**src/smpq_pkg.sv**
```systemverilog
// Shared types, codes and name masks for the stable minimum priority queue.
package smpq_pkg;

   localparam int NAME_CHARS = 19;

   localparam logic OP_INSERT = 1'b0;
   localparam logic OP_REMOVE = 1'b1;

   typedef enum logic [1:0] {
      STATUS_INSERTED = 2'd0,
      STATUS_REMOVED  = 2'd1,
      STATUS_EMPTY    = 2'd2,
      STATUS_FULL     = 2'd3
   } status_type;

   typedef struct packed {
      logic [15:0] score;
      logic [63:0] chars_low;
      logic [63:0] chars_mid;
      logic [23:0] chars_high;
   } entry_type;

   localparam int ENTRY_W = $bits(entry_type);

   typedef struct packed {
      logic first;
      logic compare;
   } min_ctrl_type;

   function automatic logic [63:0] name_mask(input int base, input int nbytes);
      logic [63:0] m;
      m = '0;
      for (int i = 0; i < nbytes; i++) begin
         if (base + i < NAME_CHARS) begin
            m[8*i +: 8] = 8'hFF;
         end
      end
      return m;
   endfunction

   localparam logic [63:0] MASK_LOW  = name_mask(0, 8);
   localparam logic [63:0] MASK_MID  = name_mask(8, 8);
   localparam logic [23:0] MASK_HIGH = 24'(name_mask(16, 3));

endpackage

```
**src/smpq_ram.sv**
```systemverilog
// Generic RAM with one write port and one registered read port.
module smpq_ram #(
   parameter int WIDTH = 8,
   parameter int DEPTH = 16,
   localparam int AW = $clog2(DEPTH)
) (
   input  logic             clock,
   input  logic             wr_en,
   input  logic [AW-1:0]    wr_addr,
   input  logic [WIDTH-1:0] wr_data,
   input  logic [AW-1:0]    rd_addr,
   output logic [WIDTH-1:0] rd_data
);

   logic [WIDTH-1:0] mem_ff [DEPTH];
   logic [WIDTH-1:0] rd_data_ff;

   always_ff @(posedge clock) begin
      if (wr_en) begin
         mem_ff[wr_addr] <= wr_data;
      end
      rd_data_ff <= mem_ff[rd_addr];
   end

   assign rd_data = rd_data_ff;

endmodule

```
**src/smpq_min_unit.sv**
```systemverilog
// Compare unit that tracks the earliest lowest-score entry of a scan.
module smpq_min_unit
   import smpq_pkg::*;
#(
   parameter int IW = 4
) (
   input  logic         clock,
   input  min_ctrl_type ctrl,
   input  logic [IW-1:0] cand_idx,
   input  entry_type    cand,
   output logic [IW-1:0] best_idx_in,
   output entry_type    best_entry
);

   logic [IW-1:0] best_idx_ff;
   entry_type     best_entry_ff;
   logic          take;

   // Strict less-than keeps the earliest entry among equal scores.
   assign take = ctrl.first
      || (ctrl.compare && ($signed(cand.score) < $signed(best_entry_ff.score)));
   assign best_idx_in = take ? cand_idx : best_idx_ff;

   always_ff @(posedge clock) begin
      if (take) begin
         best_idx_ff   <= cand_idx;
         best_entry_ff <= cand;
      end
   end

   assign best_entry = best_entry_ff;

endmodule

```
**src/stable_min_priority_queue.sv**
```systemverilog
// Top level of the stable minimum priority queue: sequencer, store and result register.
// An insert, a refused insert or a remove on an empty store gives its result beat in the
// cycle after acceptance, and busy stays low, so such commands can follow every cycle.
// A remove raises busy while the sequencer first scans the N held entries for the
// earliest lowest score, then moves the later entries down one place a cycle, all
// through the single read port of the entry RAM.
// Reset clears state, count and rsp_valid; the RAM is not cleared, nor needs to be.
module stable_min_priority_queue
   import smpq_pkg::*;
#(
   parameter int DEPTH = 16
) (
   input  logic               clock,
   input  logic               reset,
   input  logic               start,
   output logic               busy,
   input  logic               req_opcode,
   input  logic signed [15:0] req_score,
   input  logic [63:0]        req_name_chars_0_7,
   input  logic [63:0]        req_name_chars_8_15,
   input  logic [23:0]        req_name_chars_16_18,
   output logic               rsp_valid,
   output logic [1:0]         rsp_status,
   output logic signed [15:0] rsp_removed_score,
   output logic [63:0]        rsp_removed_chars_0_7,
   output logic [63:0]        rsp_removed_chars_8_15,
   output logic [23:0]        rsp_removed_chars_16_18,
   output logic [4:0]         rsp_occupancy
);

   localparam int IW = $clog2(DEPTH);
   localparam int CW = $clog2(DEPTH + 1);

   typedef enum logic [1:0] {
      ST_IDLE,
      ST_SCAN,
      ST_COPY
   } state_type;

   state_type     state_ff, state_in;
   logic [CW-1:0] count_ff, count_in;
   logic [IW-1:0] idx_ff, idx_in;
   logic          rsp_valid_ff, rsp_valid_in;
   status_type    rsp_status_ff, rsp_status_in;
   entry_type     rsp_entry_ff, rsp_entry_in;
   logic [4:0]    rsp_occupancy_ff, rsp_occupancy_in;

   logic          ram_we;
   logic [IW-1:0] ram_waddr;
   entry_type     ram_wdata;
   logic [IW-1:0] ram_raddr;
   entry_type     rd_entry;
   entry_type     req_entry;

   min_ctrl_type  min_ctrl;
   logic [IW-1:0] best_idx_in;
   entry_type     best_entry;

   assign req_entry.score      = req_score;
   assign req_entry.chars_low  = req_name_chars_0_7 & MASK_LOW;
   assign req_entry.chars_mid  = req_name_chars_8_15 & MASK_MID;
   assign req_entry.chars_high = req_name_chars_16_18 & MASK_HIGH;

   smpq_ram #(
      .WIDTH (ENTRY_W),
      .DEPTH (DEPTH)
   ) u_ram (
      .clock   (clock),
      .wr_en   (ram_we),
      .wr_addr (ram_waddr),
      .wr_data (ram_wdata),
      .rd_addr (ram_raddr),
      .rd_data (rd_entry)
   );

   smpq_min_unit #(
      .IW (IW)
   ) u_min (
      .clock       (clock),
      .ctrl        (min_ctrl),
      .cand_idx    (idx_ff),
      .cand        (rd_entry),
      .best_idx_in (best_idx_in),
      .best_entry  (best_entry)
   );

   always_comb begin
      state_in      = state_ff;
      count_in      = count_ff;
      idx_in        = idx_ff;
      rsp_valid_in  = 1'b0;
      rsp_status_in = rsp_status_ff;
      rsp_entry_in  = rsp_entry_ff;
      ram_we        = 1'b0;
      ram_waddr     = count_ff[IW-1:0];
      ram_wdata     = req_entry;
      ram_raddr     = IW'(idx_ff + IW'(1));
      min_ctrl      = '0;
      unique case (state_ff)
         ST_IDLE: begin
            ram_raddr = '0;
            if (start) begin
               if (req_opcode == OP_INSERT) begin
                  rsp_valid_in = 1'b1;
                  rsp_entry_in = '0;
                  if (count_ff == CW'(DEPTH)) begin
                     rsp_status_in = STATUS_FULL;
                  end else begin
                     ram_we        = 1'b1;
                     count_in      = count_ff + CW'(1);
                     rsp_status_in = STATUS_INSERTED;
                  end
               end else if (count_ff == '0) begin
                  rsp_valid_in  = 1'b1;
                  rsp_entry_in  = '0;
                  rsp_status_in = STATUS_EMPTY;
               end else begin
                  idx_in   = '0;
                  state_in = ST_SCAN;
               end
            end
         end
         ST_SCAN: begin
            min_ctrl.first   = (idx_ff == '0);
            min_ctrl.compare = 1'b1;
            if (CW'(idx_ff) == count_ff - CW'(1)) begin
               idx_in    = best_idx_in;
               ram_raddr = IW'(best_idx_in + IW'(1));
               state_in  = ST_COPY;
            end else begin
               idx_in = IW'(idx_ff + IW'(1));
            end
         end
         ST_COPY: begin
            if (CW'(idx_ff) + CW'(1) < count_ff) begin
               ram_we    = 1'b1;
               ram_waddr = idx_ff;
               ram_wdata = rd_entry;
               ram_raddr = IW'(idx_ff + IW'(2));
               idx_in    = IW'(idx_ff + IW'(1));
            end else begin
               count_in      = count_ff - CW'(1);
               rsp_valid_in  = 1'b1;
               rsp_status_in = STATUS_REMOVED;
               rsp_entry_in  = best_entry;
               state_in      = ST_IDLE;
            end
         end
         default: begin
            state_in = ST_IDLE;
         end
      endcase
      rsp_occupancy_in = rsp_valid_in ? 5'(count_in) : rsp_occupancy_ff;
   end

   always_ff @(posedge clock) begin
      if (reset) begin
         state_ff     <= ST_IDLE;
         count_ff     <= '0;
         rsp_valid_ff <= 1'b0;
      end else begin
         state_ff     <= state_in;
         count_ff     <= count_in;
         rsp_valid_ff <= rsp_valid_in;
      end
      idx_ff           <= idx_in;
      rsp_status_ff    <= rsp_status_in;
      rsp_entry_ff     <= rsp_entry_in;
      rsp_occupancy_ff <= rsp_occupancy_in;
   end

   assign busy                    = (state_ff != ST_IDLE);
   assign rsp_valid               = rsp_valid_ff;
   assign rsp_status              = rsp_status_ff;
   assign rsp_removed_score       = rsp_entry_ff.score;
   assign rsp_removed_chars_0_7   = rsp_entry_ff.chars_low;
   assign rsp_removed_chars_8_15  = rsp_entry_ff.chars_mid;
   assign rsp_removed_chars_16_18 = rsp_entry_ff.chars_high;
   assign rsp_occupancy           = rsp_occupancy_ff;

   // The entry count never exceeds the store depth.
   a_count_bound: assert property (@(posedge clock) disable iff (reset)
      count_ff <= CW'(DEPTH))
      else $error("entry count exceeds depth");

   // An accepted insert gives its result beat in the next cycle.
   a_insert_beat: assert property (@(posedge clock) disable iff (reset)
      (start && !busy && req_opcode == OP_INSERT) |=>
         (rsp_valid && (rsp_status == STATUS_INSERTED || rsp_status == STATUS_FULL)))
      else $error("insert result beat missing");

   // A removal beat drops the entry count by exactly one.
   a_remove_count: assert property (@(posedge clock) disable iff (reset)
      (rsp_valid && rsp_status == STATUS_REMOVED) |->
         (count_ff == CW'($past(count_ff) - CW'(1))))
      else $error("removal did not drop the count by one");

   // No result beat shows in the first busy cycle of a removal.
   a_remove_done: assert property (@(posedge clock) disable iff (reset)
      (busy && !$past(busy) && !$past(reset)) |-> !rsp_valid)
      else $error("result beat while a removal starts");

endmodule

```
**config.mk**
```make
export PLATFORM = sky130hd
export DESIGN_NAME = stable_min_priority_queue
export DESIGN_NICKNAME = d
export VERILOG_FILES = /design/src/smpq_pkg.sv /design/src/smpq_ram.sv /design/src/smpq_min_unit.sv /design/src/stable_min_priority_queue.sv
export SDC_FILE = /design/constraint.sdc
export NUM_CORES = 2
export LEC_CHECK = 0
export ABC_AREA = 0
export BUFFER_PORTS_ARGS = -buffer_cell sky130_fd_sc_hd__buf_2
export CAP_MARGIN = 20
export CELL_PAD_IN_SITES_DETAIL_PLACEMENT = 1
export CELL_PAD_IN_SITES_GLOBAL_PLACEMENT = 1
export CORE_ASPECT_RATIO = 1.25
export CORE_MARGIN = 2
export CORE_UTILIZATION = 45
export CTS_CLUSTER_SIZE = 24
export DETAILED_ROUTE_END_ITERATION = 7
export GPL_TIMING_DRIVEN = 1
export PLACE_DENSITY = 0.66
export SYNTH_ARGS = -nofsm -noshare
export SYNTH_HDL_FRONTEND = slang
export SYNTH_SLANG_ARGS = --single-unit
```
**constraint.sdc**
```tcl
create_clock -name clock -period 25.6 [get_ports clock]
set_clock_uncertainty 0.15 [all_clocks]
set_input_delay 0 -clock clock [delete_from_list [all_inputs] [get_ports clock]]
set_output_delay 0 -clock clock [all_outputs]
set_load 0.05 [all_outputs]
```
==> flow_summary.ini <==
[placement]
gp_congestion = 0.769
dp_hpwl_um = 156000
portBuffers = 348

[power]
p_int_mw = 8.97
leakage_nw = 60.6
p_clk_share_pct = 40.7
power_density_nw_per_um2 = 80.2
power.switching_mw = 2.63
seq_power_share_pct = 51.7
ir_drop_uv = 46.1
swShare_pct = 22.7
combPwrFrac_pct = 7.7

[worst_setup_path]
cp-start-kind = flip-flop
critical_path_class = reg -> reg
rr_worst_depth = 23
crit_arrival_ns = 9.87
worstPathMaxFanout = 58
end_kind = flip-flop
crit_required_ns = 26.17

[timing]
finalHoldViolCount = 0
relSlewSlack_pct = 22.6
worst_pin_slew_ns = 1.16
slew_violations = 0
period_minus_slack_ns = 9.30
setup_violations = 0
max_freq_mhz = 108
fin_setup_tns_ns = 0
fin_crit_sh_pct = 36.3
worst_hold_slack_ns = 0.131
rsz0062_at_grt = false

[min_path]
hp-class = in -> reg
whs_path_depth = 4

[logic_synthesis]
yosys.area.top_type_share_pct = 71.9
synth_area_sq_um = 127000
yosysWarnings = 0
synthCells = 7027
seq_area_frac_synth_pct = 74.7
ys_seq_elements = 3215
avgSynthCellArea_sq_um = 18.0
synthesis.nets = 7230
synth.area.top_cells = edfxtp_1 (72%), mux2i_1 (20%), dfxtp_1 (2.8%)
yosys.cell_types.count = 52
yosys.area.top_type = edfxtp_1

[routing]
dr.pass1.iters = 5
route.detailed.drc = 0
post_drt_wl_per_cell_um = 26.8
drt-total-wl_um = 312000
first_iter_violations = 4701
vias_per_cell = 5.45
antenna_left = 0
vias = 63391

[clock_tree]
htree_levels = 5
numCtsBuffers = 326
ctsLongestPathBuffers = 4
cts-root-buf = clkbuf_16
clk_pin_slew_ns = 0.06
cts_resized = 0
cts_setup_buffers = 0
cts_tree = yes
clock_latency_ns = 0.87
cts_hold_buffers = 174
clkSinkCount = 3215

[floorplanning]
die-area_sq_um = 286000
start_util_pct = 45.3
die_w_um = 479
ios = 349
die_y_um = 598
rows = 217
core-area_sq_um = 280000

[grt]
antenna_found_initial = 13
grt_pass1_vias = 67771
groute.usage.overall_pct = 21.5
grt_pass1_wl_um = 454000
overflow = 0
grt_max_degree = 136

[flow_run]
cap_violations = 0

[final_layout]
layout.area.seq_sq_um = 94700
area_growth_pct = 14.1
fin_nets = 7854
nFillCells = 25401
drive_gt1_share_pct = 12.3
multi_input_area_sq_um = 30000

[status]
status = finished, final reports clean
flip-flops by register name, indices dropped and copies added, names as in the netlist:
signal / count
u_ram.mem_ff: 2688
u_min.best_entry: 168
u_ram.rd_data: 168
rsp_removed_chars_0_7: 64
rsp_removed_chars_8_15: 64
rsp_removed_chars_16_18: 24
rsp_removed_score: 16
count_ff: 5
rsp_occupancy: 5
idx_ff: 4
u_min.best_idx_ff: 4
rsp_status: 2
state_ff: 2
rsp_valid: 1
worst paths after layout:
check | start | to | slack, ns
worst max-delay path | u_min.best_entry[167]$_DFFE_PP_ | u_ram.rd_data[99]$_DFF_P_ | 16.30
worst max register to register | u_min.best_entry[167]$_DFFE_PP_ | u_ram.rd_data[99]$_DFF_P_ | 16.30
worst min-delay path | start | idx_ff[2]$_DFFE_PP_ | 0.13
worst min register to register | u_ram.rd_data[147]$_DFF_P_ | u_min.best_entry[147]$_DFFE_PP_ | 0.27
per-layer routing:
metal | track usage, % | vias to the layer above | part of all wire, %
met2 | 36.3 | 1406 | 49
met3 | 2.70 | 425 | 4.3
met5 | 0 | - | 0.0042
met4 | 5.99 | 2 | 2.5
li1 | - | 28224 | -
met1 | 29.2 | 33334 | 44
synthesized netlist by cell type, drive strengths merged:
library cell  instances
a221oi                1
dfxtp               180
a22oi                 2
o221ai                3
o21ai                16
nand2b                1
a221o                 1
o22ai                 1
edfxtp             3035
nor4                  7
a311oi                1
xor2                  3
nor2                 49
a21o                  3
or3                   3
ha                   31
nand4                 4
o31a                  2
a31oi                11
nand2               533
o211ai                4
or2                   3
nand3                 9
a211oi                4
a21oi                16
a22o                  1
o21a                  3
and2                156
nor3                  9
a2111oi               1
o31ai                 2
buf                 272
clkbuf               75
inv                  35
nor2b                11
a21boi                3
xnor2                 8
mux2                  1
and3                  5
mux2i              2522
cell families after synthesis:
group / share of synthesized area [%]
AO/OA/AOI/OAI: 0.419
flip-flops: 74.7
AND/OR/NAND/NOR: 2.75
buffers and inverters: 1.83
XOR/XNOR: 0.0760
multiplexers: 19.9
adder cells (fa/ha/maj): 0.306
stage by stage:
stage / cells / util (%) / cell area [sq um] / total power [mW] / setup slack, ns
after global routing: 11632 / 51.7 / 145000 / 12.0 / 15.60
after global placement: 10869 / 47.3 / 132000 / 6.95 / 16.48
final: 11633 / 51.7 / 145000 / 11.6 / 16.30
after detailed placement: 10871 / 47.3 / 132000 / 6.97 / 16.25
after floorplan: 7027 / - / 127000 / 6.74 / 9.42
after CTS: 11630 / 51.7 / 145000 / 11.7 / 16.23
cell usage in the layout, fill, tap and decap left out, drive strengths merged, types with 31 or more instances in the layout:
| cell type | instances |
|---|---|
| dlygate4sd3 | 174 |
| nand2 | 533 |
| dfxtp | 180 |
| nor2 | 49 |
| edfxtp | 3035 |
| clkinv | 109 |
| inv | 39 |
| clkbuf | 431 |
| buf | 469 |
| and2 | 156 |
| ha | 31 |
| mux2i | 2522 |
area by class of cell:
type,count,share of cell area (%)
flip-flops and latches,3215,65.5
repair buffers,643,3.24
well taps,3723,3.22
clock inverters,154,1.10
multi-input cells,3430,20.7
diodes,2,0.00346
clock buffers,431,6.14
inverters,35,0.0960
power by group through the flow:
stage                     registers [mW]  clock network (mW)  logic (mW)
final                               5.99                4.72       0.887
after global routing                6.00                5.01       0.952
after detailed placement            6.10                   0       0.874
after global placement              6.10                   0       0.855
after CTS                           5.99                4.82       0.899
after floorplan                     6.22                   0       0.516
critical path, stage by stage (launching register included):
cell and delay (ns):
edfxtp_1 0.32, inv_1 0.06, ha_1 0.30, nand4_1 0.17, or3_4 0.44, nor4_4 0.36
o31ai_4 0.10, o21ai_4 0.35, nand2_1 0.09, o21ai_0 0.16, ha_1 0.30, nor2b_1 0.13
mux2_2 0.29, a221oi_4 0.32, buf_4 0.58, buf_4 0.82, buf_4 0.84, buf_4 0.77
buf_4 0.80, buf_4 0.89, mux2i_1 0.30, mux2i_1 0.10, mux2i_1 0.17, mux2i_1 0.10
No activity file was read; power rests on OpenSTA's default activity.
